==> src/rtl/core/pwag_div_step.sv <==
// One restoring division step: one quotient bit, weight 2^SHIFT.
module pwag_div_step
#(
    parameter int NW    = 44,
    parameter int QW    = 14,
    parameter int SHIFT = 0
)
(
    input  logic          clk,
    input  logic [NW-1:0] rem_in,
    input  logic [NW-1:0] den,
    input  logic [QW-1:0] q_in,
    output logic [QW-1:0] q_out,
    output logic [NW-1:0] rem_out
);

    logic [NW+QW-1:0] den_sh;
    logic [NW+QW-1:0] rem_ext;
    logic             take;
    logic [NW-1:0]    rem_next;
    logic [QW-1:0]    q_next;
    logic [NW-1:0]    rem_reg;
    logic [QW-1:0]    q_reg;

    always_comb
    begin
        den_sh   = {{QW{1'b0}}, den} << SHIFT;
        rem_ext  = {{QW{1'b0}}, rem_in};
        take     = rem_ext >= den_sh;
        rem_next = take ? NW'(rem_ext - den_sh) : rem_in;
        q_next   = q_in | (QW'(take) << SHIFT);
    end

    always_ff @(posedge clk)
    begin
        rem_reg <= rem_next;
        q_reg   <= q_next;
    end

    assign rem_out = rem_reg;
    assign q_out   = q_reg;

endmodule

==> config.mk <==
export PLATFORM = sky130hd
export DESIGN_NAME = pwag_div_step
export DESIGN_NICKNAME = d
export VERILOG_FILES = /design/src/rtl/core/pwag_div_step.sv
export SDC_FILE = /design/constraint.sdc
export NUM_CORES = 1
export LEC_CHECK = 0
export ABC_AREA = 1
export BUFFER_PORTS_ARGS = -buffer_cell sky130_fd_sc_hd__buf_2
export CORE_ASPECT_RATIO = 0.8
export CORE_MARGIN = 2
export CORE_UTILIZATION = 49
export CTS_CLUSTER_DIAMETER = 200
export DETAILED_ROUTE_END_ITERATION = 16
export PLACE_DENSITY = 0.79
export SKIP_CTS_REPAIR_TIMING = 1
export SYNTH_ARGS = -nofsm -noshare
export SYNTH_HDL_FRONTEND = slang
export SYNTH_SLANG_ARGS = --single-unit
==> constraint.sdc <==
create_clock -name clk -period 1.9 [get_ports clk]
set_input_delay 0.285 -clock clk [delete_from_list [all_inputs] [get_ports clk]]
set_output_delay 0.285 -clock clk [all_outputs]
set_load 0.05 [all_outputs]
==> impl_results.md <==
* Maxcap violations at 0
* CTS max path bufs at 2
* Die area at ~0.013 sq mm
* Drt pass-1 iters at 5
* Die width at between 100 and 150 um
* Met2 routed WL at 9420 um
* Via density per instance at just under 5
* Main synth FF type: dfxtp_1
* Critical Path AT at roughly 2.1 ns
* Critical Path Slowest Stage Cell: ha_1
* Uppermost layer routed: met4
* Failing checks: setup timing
* Cell Chain, Critical Path: buf_2, ha_1, nand2_2, inv_1, nand2_1, nand2_1, nand2_1, nand2_1, nand2_1, nand2_1, nand2_1, nand4_1, buf_6, buf_12, nand2_1, nand2_1
* Worst slew margin at between 70 and 80%
* H-tree levels at 3
* CP startpoint kind: primary input
* Post-synth EDFFs at 0
* Most frequent cells after synthesis: nand2_1, inv_1, nand3_1
* Final wirelength at roughly 21000 um
* Final Wtd Congestion at 0.9844
* CTS Buf Count at 9
* Int Pwr at around 3700 uW
* Req. time, crit path at about 2.1 ns
* Yosys top cell by area: nand2_1
* Sequential Power Share at between 20% and 30%
* Unique masters post-synth at 26
* Area of the mapped netlist at 0.005777 sq mm
* Synthesized Nets at 1187
* First DRT Iteration DRCs at 632
* ANT nets after route at 0
* Leak pwr at ~0.0052 uW
* Outcome: complete, but fails checks
* Filler cell count at roughly 960
* Critical Path Max Stage Delay at 0.31 ns
* HP Class: in -> reg
* Final WS setup at -0.006563 ns
* Final Hold Viols at 0
* Mean Syn Cell Area at between 5 and 6 sq um
* Met1 wire length at slightly above 9000 um
* Net Switching at about 2700 uW
* DP Worst Slack at -0.2958 ns
* CP Capture Point: rem_out[23]
* Post-synthesis sequential area ratio at between 20% and 30%
* CTS Sinks at between 50 and 60
* GR Util All Layers at between 30% and 40%
* Core box area at around 0.012 sq mm
* Switching fraction of total power at between 40 and 50%
* Worst path most repeated cell: nand2_1
* Final Cycle Share at 100.3%
* Final core occ at about three quarters
* Yosys reg bits at 58
* Synth area leaders: nand2_1, dfxtp_1, inv_1
* CTS clk-pin slew, worst paths at about 0.060 ns
* TritonCTS clock tree: yes
* Final setup fails at 1
* Setup Crit Path Kind: in -> reg
* I/O Buffers at 160
* Post-route DRC at 0
* Post-Syn Instances at between 1000 and 1500
* Hold path start: q_in[12]
* Design Power at 6336 uW
* Yosys top cell area share at approximately a quarter
* Grt ovf at 0
* Power Density at around 730 mW/mm^2
* Final HPWL DP at between 15000 and 20000 um
* Starting Density at roughly 50%
* Synthesis Warnings at 0
* Tmin final at roughly 1.9 ns
* ANT cells at 0
* Die Height at around 100 um
* Number of global-route vias before repair at ~6500
* Comb pwr share at between 40% and 50%
* Root Driver: clkbuf_16
* Worst Setup End Kind: register
* Met3 wire length at between 2000 and 2500 um
* Ys async rst share at 0%
* Via Count at roughly 7400
* Slew Viols, Final at 0
* Transition time of the tightest slew-check pin at about 0.33 ns
* Area growth from synthesis to layout at 49.60%
* Wire per inst at roughly 14 um
* Crit path max fanout at 8
* Largest net degree at the start of global routing at 43
* Peak Freq at about 0.52 GHz
* Layout cells sized above 1 at between 30% and 40%
* Initial antenna violation count at 0
* Most common cell in the netlist: nand2_1
* Setup crit start: rem_in[14]
* First-pass GRT wire length at a little over 30000 um
* Power share of the clock group at about 29%
* Net count, final at approximately 1500
* Worst vdd ir at 0.5667 mV
* Row count at 35
* I/O pin count at 161
sequential cells by signal (all words and copies together) (netlist names):
| name | cells |
|---|---|
| rem_out | 44 |
| q_out | 14 |
worst max-delay path, delay by kind of cell:
| family | cells | cell delay (ns) |
|---|---|---|
| buffers and inverters | 4 | 0.52 |
| AND/OR/NAND/NOR | 11 | 1.02 |
| adder cells (fa/ha/maj) | 1 | 0.31 |
worst min-delay path by stage:
| stage | endpoint | cells past startpoint |
|---|---|---|
| 5_1_grt | q_out[12] | 1 |
| 3_5_place_dp | q_out[12] | 1 |
| 3_3_place_gp | q_out[10] | 1 |
| 6_report | q_out[12] | 1 |
| 4_1_cts | q_out[12] | 1 |
| 2_1_floorplan | q_out[10] | 0 |
cells in the final DEF (no fill, tap or decap), types with 8 or more instances in the layout:
master     synthesis  routed
a21oi_1           32      29
buf_2              9     160
buf_4              0     137
clkbuf_16          0      13
dfxtp_1           58      58
ha_1              44      24
ha_4               0      18
inv_1            230     228
inv_2              6       8
nand2_1          411     394
nand2_2            5      20
nand3_1           91      87
nand3_2            6       9
nor2_1            67      59
nor2_2             9      13
nor2_4             4       8
o21bai_1          11      11
xor2_1            24      24
through the flow:
| stage | hold slack, ns | area, sq um | setup TNS [ns] | cells |
|---|---|---|---|---|
| 2_1_floorplan | 0.3127 | 5792 | 0 | 1039 |
| 3_3_place_gp | 0.3873 | 7779 | -9.031 | 1474 |
| 3_5_place_dp | 0.3894 | 7779 | -12.06 | 1474 |
| 4_1_cts | 0.03731 | 8107 | 0 | 1490 |
| 5_1_grt | 0.03337 | 8642 | -1.135 | 1499 |
| 6_report | 0.03945 | 8642 | -0.006563 | 1499 |
cells by family (layout without fill, tap and decap cells):
kind of cell               after synthesis  count (layout)  share of synthesized area (%)
AOI/OAI and AO/OA                       46              46                          4.462
xor gates and xnor gates                25              25                          3.790
adders and majority gates               45              45                          9.877
buffers and inverters                  249             561                          16.89
DFF                                     58              58                          20.10
and+or+nand+nor                        616             616                          44.88
power groups by stage:
stage	Combinational [uW]	Sequential, uW	Clock [uW]
floorplan	1120	2170	0
global placement	2770	1480	0
detailed placement	2810	1480	0
CTS	2830	1450	1840
global route	3280	1470	1890
finish	3050	1450	1830
per-layer routing:
layer | vias up | track usage (%)
met4 | 0 | 9.316
li1 | 3724 | -
met1 | 3280 | 42.72
met5 | - | 0
met3 | 44 | 5.573
met2 | 367 | 47.37
area by class of cell:
| class | count | area [sq um] | area share [%] |
|---|---|---|---|
| timing repair buffer | 309 | 2058 | 23.82 |
| sequential | 58 | 1161 | 13.44 |
| tap | 148 | 185.2 | 2.143 |
| multi-input combinational | 732 | 4024 | 46.56 |
| inverter | 236 | 885.9 | 10.25 |
| clock inverter | 7 | 102.6 | 1.187 |
| clock buffer | 9 | 225.2 | 2.606 |
(Power assumes the default switching activity.)
