===== config.mk =====
export PLATFORM = sky130hd
export DESIGN_NAME = pwag_affine
export DESIGN_NICKNAME = d
export VERILOG_FILES = /design/src/rtl/core/pwag_pkg.sv /design/src/rtl/core/pwag_affine.sv
export SDC_FILE = /design/constraint.sdc
export NUM_CORES = 2
export LEC_CHECK = 0
export ABC_AREA = 1
export ABC_CLOCK_PERIOD_IN_PS = 5140
export BUFFER_PORTS_ARGS = -buffer_cell sky130_fd_sc_hd__buf_2
export CAP_MARGIN = 20
export CORE_ASPECT_RATIO = 1.25
export CORE_UTILIZATION = 35
export CTS_BUF_LIST = sky130_fd_sc_hd__clkbuf_8
export CTS_CLUSTER_DIAMETER = 100
export DETAILED_ROUTE_END_ITERATION = 6
export GPL_ROUTABILITY_DRIVEN = 0
export PLACE_DENSITY = 0.47
export SYNTH_ARGS = -nofsm -noshare
export SYNTH_HDL_FRONTEND = slang
export SYNTH_SLANG_ARGS = --single-unit

===== constraint.sdc =====
create_clock -name clk -period 5.14 [get_ports clk]
set_input_delay 1.028 -clock clk [delete_from_list [all_inputs] [get_ports clk]]
set_output_delay 1.028 -clock clk [all_outputs]
set_load 0.02 [all_outputs]

===== src/rtl/core/pwag_pkg.sv =====
package pwag_pkg;

    localparam int COEF_W = 32;
    localparam int N_REGS = 8;
    localparam int IDX_W  = 3;
    localparam int COL_W  = 8;
    localparam int ROW_W  = 9;
    // U, V, W sums: magnitude below 2^42, one spare bit for negation
    localparam int ACC_W  = 44;
    localparam int SRC_COL_W = 11;
    localparam int SRC_ROW_W = 9;
    localparam int ADDR_W    = 19;

    localparam logic signed [COEF_W-1:0] ONE_Q16 = 32'sd65536;

    localparam logic [IDX_W-1:0] REG_U_COL   = 3'd0;
    localparam logic [IDX_W-1:0] REG_U_ROW   = 3'd1;
    localparam logic [IDX_W-1:0] REG_U_CONST = 3'd2;
    localparam logic [IDX_W-1:0] REG_V_COL   = 3'd3;
    localparam logic [IDX_W-1:0] REG_V_ROW   = 3'd4;
    localparam logic [IDX_W-1:0] REG_V_CONST = 3'd5;
    localparam logic [IDX_W-1:0] REG_W_COL   = 3'd6;
    localparam logic [IDX_W-1:0] REG_W_ROW   = 3'd7;

    typedef logic signed [COEF_W-1:0] coef_t;
    typedef coef_t [N_REGS-1:0] coef_arr_t;
    typedef logic signed [ACC_W-1:0] acc_t;

    typedef struct packed {
        logic             valid;
        logic [COL_W-1:0] col;
        logic [ROW_W-1:0] row;
    } side_t;

endpackage


===== src/rtl/core/pwag_affine.sv =====
// Two stages: six products, then the three affine sums.
module pwag_affine
(
    input  logic                clk,
    input  logic                rst_n,
    input  pwag_pkg::coef_arr_t coef,
    input  pwag_pkg::side_t     side_in,
    output pwag_pkg::side_t     side_out,
    output pwag_pkg::acc_t      sum_u,
    output pwag_pkg::acc_t      sum_v,
    output pwag_pkg::acc_t      sum_w
);

    pwag_pkg::side_t side1_reg;
    pwag_pkg::side_t side2_reg;
    pwag_pkg::acc_t  p_uc_reg, p_ur_reg, p_vc_reg, p_vr_reg, p_wc_reg, p_wr_reg;
    pwag_pkg::acc_t  u_reg, v_reg, w_reg;

    logic signed [pwag_pkg::COL_W:0] col_s;
    logic signed [pwag_pkg::ROW_W:0] row_s;
    pwag_pkg::acc_t                  col_x;
    pwag_pkg::acc_t                  row_x;

    assign col_s = $signed({1'b0, side_in.col});
    assign row_s = $signed({1'b0, side_in.row});
    assign col_x = pwag_pkg::ACC_W'(col_s);
    assign row_x = pwag_pkg::ACC_W'(row_s);

    always_ff @(posedge clk or negedge rst_n)
    begin
        if (!rst_n)
        begin
            side1_reg <= '0;
            side2_reg <= '0;
        end
        else
        begin
            side1_reg <= side_in;
            side2_reg <= side1_reg;
        end
    end

    always_ff @(posedge clk)
    begin
        p_uc_reg <= pwag_pkg::ACC_W'(coef[pwag_pkg::REG_U_COL]) * col_x;
        p_ur_reg <= pwag_pkg::ACC_W'(coef[pwag_pkg::REG_U_ROW]) * row_x;
        p_vc_reg <= pwag_pkg::ACC_W'(coef[pwag_pkg::REG_V_COL]) * col_x;
        p_vr_reg <= pwag_pkg::ACC_W'(coef[pwag_pkg::REG_V_ROW]) * row_x;
        p_wc_reg <= pwag_pkg::ACC_W'(coef[pwag_pkg::REG_W_COL]) * col_x;
        p_wr_reg <= pwag_pkg::ACC_W'(coef[pwag_pkg::REG_W_ROW]) * row_x;
        u_reg <= p_uc_reg + p_ur_reg + pwag_pkg::ACC_W'(coef[pwag_pkg::REG_U_CONST]);
        v_reg <= p_vc_reg + p_vr_reg + pwag_pkg::ACC_W'(coef[pwag_pkg::REG_V_CONST]);
        w_reg <= p_wc_reg + p_wr_reg + pwag_pkg::ACC_W'(pwag_pkg::ONE_Q16);
    end

    assign side_out = side2_reg;
    assign sum_u    = u_reg;
    assign sum_v    = v_reg;
    assign sum_w    = w_reg;

endmodule


==> flow_summary.ini <==
[synth]
yosysMostFrequentCell = inv_1
synth_cells = 10500
ys_seq_area_share_pct = 10.9
ys_ff_latch = 417
syn_nets = 12799
synth_top_cell_area_share_pct = 35.3
yosysUniqueCellTypes = 45
synth_area_leaders = fa_1, inv_1, nand2_1
async_reset_ff_share_pct = 8.63
ys_warn_count = 0
synth_edf_count = 0
synth_top_flop_cell = dfxtp_1
synth_largest_area_cell = fa_1
synth_common_cells = inv_1, nand2_1, fa_1, ha_1, nor2_1
syn_avg_cell_area_sq_um = 7.48
syn_area_sq_mm = 0.0785

[global_routing]
grt_usage_pct = 23.1
grt_pass1_vias = 73251
grt_overflow = 0
grt_first_pass_wirelength_mm = 408
grt_antenna_before_repair = 73
grt_start_max_net_pins = 54

[routing]
wirelength_mm = 261
final_antenna_net_count = 0
drt-initial-drc-count = 3207
dr.pass1.iters = 7
vias = 68812
wl_per_cell_um = 17.4
vias_per_cell = 4.59
drcViolationCount = 2

[sta]
finalSetupViolations = 0
final_max_slew_viol_count = 0
period_minus_slack_ns = 5.11
slew_headroom_pct = 48.0
fmax_ghz = 0.196
rsz0062_at_grt = yes
fin_crit_sh_pct = 99.3
finClkSkew_ns = 0.0912
worstMarginPinSlew_ns = 0.779
setup_slack_ns = 0.0349
final_hold_viol_count = 0

[setup_path]
crit_fanout = 10
cp.arrival_ns = 5.74
critPathLaunchType = input port
worstPathRequired_ns = 5.78
cp-end-kind = register
criticalPathCategory = in -> reg

[clocking]
clk_latency_ns = 0.84
cts.reportedPaths.clkPinSlew_ns = 0.06
htree_levels = 3
clock-sinks = 417
cts-root-buf = clkbuf_8
cts_buffers = 81
cts_buffer_depth = 3
cts_hold_buffers = 0
cts_tree = yes

[final_layout]
fillers = 23011
drive_above_1_share_pct = 19.7
nets = 14256
syn2layout_area_growth_pct = 25.2

[floorplanning]
die-area_sq_mm = 0.226
core_sq_mm = 0.223
fp.dieH_um = 531
io_pins = 426
start_util_pct = 35.2
fp.dieW_um = 426
fp-row-count = 194

[placement]
post-place-ws_ns = -1.03
hpwl_mm = 227
port_buffers = 425

[status]
status = complete, but fails checks
violations = design-rule violations

[min_path]
hp-class = reg -> reg

[run]
maxCapViolCount = 0
timing repair:
item / in CTS / in global routing
setup endpoints to repair: 17 / 96
resized for setup: 15 / 237
buffers inserted: 2 / 25
pin swaps: 1 / 64
gates cloned: 0 / 10
final timing paths:
path	startpoint	end	slack (ns)	cells after the start
max reg2reg	p_vc_reg[1]	sum_v[31]	1.71	12
max	side_in[2]	p_vr_reg[41]	0.03	19
min reg2reg	side1_reg[15]	side_out[15]	0.33	0
min	side1_reg[15]	side_out[15]	0.33	0
min in group asynchronous	rst_n	side1_reg[2]	0.34	2
max in group asynchronous	rst_n	side_out[11]	4.19	2
cells by family (layout without fill, tap and decap cells):
family,Yosys count,in the layout,share of synthesized area [%]
compound gates,874,874,6.24
flops,417,417,10.9
other cells,0,29,0
fa+ha+maj,2023,2023,45.5
simple gates,3446,3446,17.3
buf+inv,3383,4902,16.2
xor+xnor,357,357,3.99
critical path: stages:
cell and delay (ns):
buf_4 0.13, buf_6 0.15, buf_12 0.15, nand2_2 0.09
fa_2 0.47, buf_4 0.16, fa_2 0.56, inv_1 0.06
fa_1 0.47, inv_1 0.05, fa_1 0.48, fa_1 0.55
inv_1 0.05, ha_1 0.32, a21oi_2 0.16, o21ai_0 0.11
a221oi_2 0.40, o2111ai_2 0.17, xor2_1 0.16
per-stage QoR:
stage | hold slack [ns] | std cells | cell area (sq um) | utilization [%] | TNS [ns]
floorplan | 0.331 | 10500 | 80700 | - | -15.06
global placement | 0.333 | 14778 | 95100 | 42.6 | -114.63
detailed placement | 0.335 | 14778 | 95100 | 42.6 | -114.98
CTS | 0.236 | 14925 | 96800 | 43.4 | 0
global route | 0.322 | 14973 | 98300 | 44.0 | -0.542
finish | 0.329 | 14988 | 98300 | 44.0 | 0
cells in the final DEF, fill, tap and decap left out, types with 21 or more instances in the layout:
| cell type | synthesis | layout |
|---|---|---|
| inv_1 | 2997 | 2990 |
| nand2_1 | 2659 | 2595 |
| fa_1 | 1383 | 1363 |
| buf_4 | 0 | 1249 |
| ha_1 | 640 | 546 |
| nor2_1 | 479 | 434 |
| buf_2 | 1 | 408 |
| dfxtp_1 | 381 | 381 |
| a21oi_1 | 431 | 338 |
| xor2_1 | 241 | 233 |
| o21ai_0 | 212 | 142 |
| nand3_1 | 142 | 140 |
| xnor2_1 | 115 | 113 |
| clkbuf_8 | 0 | 92 |
| a21oi_2 | 1 | 90 |
| ha_4 | 0 | 88 |
| buf_12 | 0 | 73 |
| nand2_2 | 19 | 70 |
| nor2_2 | 19 | 61 |
| o21ai_1 | 8 | 56 |
| a31oi_1 | 67 | 54 |
| nand4_1 | 50 | 50 |
| a21o_1 | 36 | 36 |
| dfrtp_1 | 36 | 36 |
| nor3_1 | 45 | 32 |
| diode_2 | 0 | 29 |
| o21a_1 | 24 | 24 |
| o211ai_1 | 22 | 22 |
| inv_2 | 1 | 21 |
metal layers:
metal,wire length [um],track usage [%]
met5,311,0
met3,11200,3.03
met1,109000,28.7
met2,131000,41.1
met4,8950,7.25
layout make-up:
type                    count  area, sq um  share of cell area (%)
diodes                     29         72.6                  0.0738
well taps                2940         3680                    3.74
clock inverters            53          405                   0.412
repair buffers           1757        13400                    13.6
inverters                3000        11300                    11.5
flip-flops and latches    417         8530                    8.68
multi-input cells        6700        59700                    60.7
clock buffers              92         1270                    1.29
Power is not shown: default switching activity piles up to over one toggle a cycle in this logic, so the estimate is an artifact.
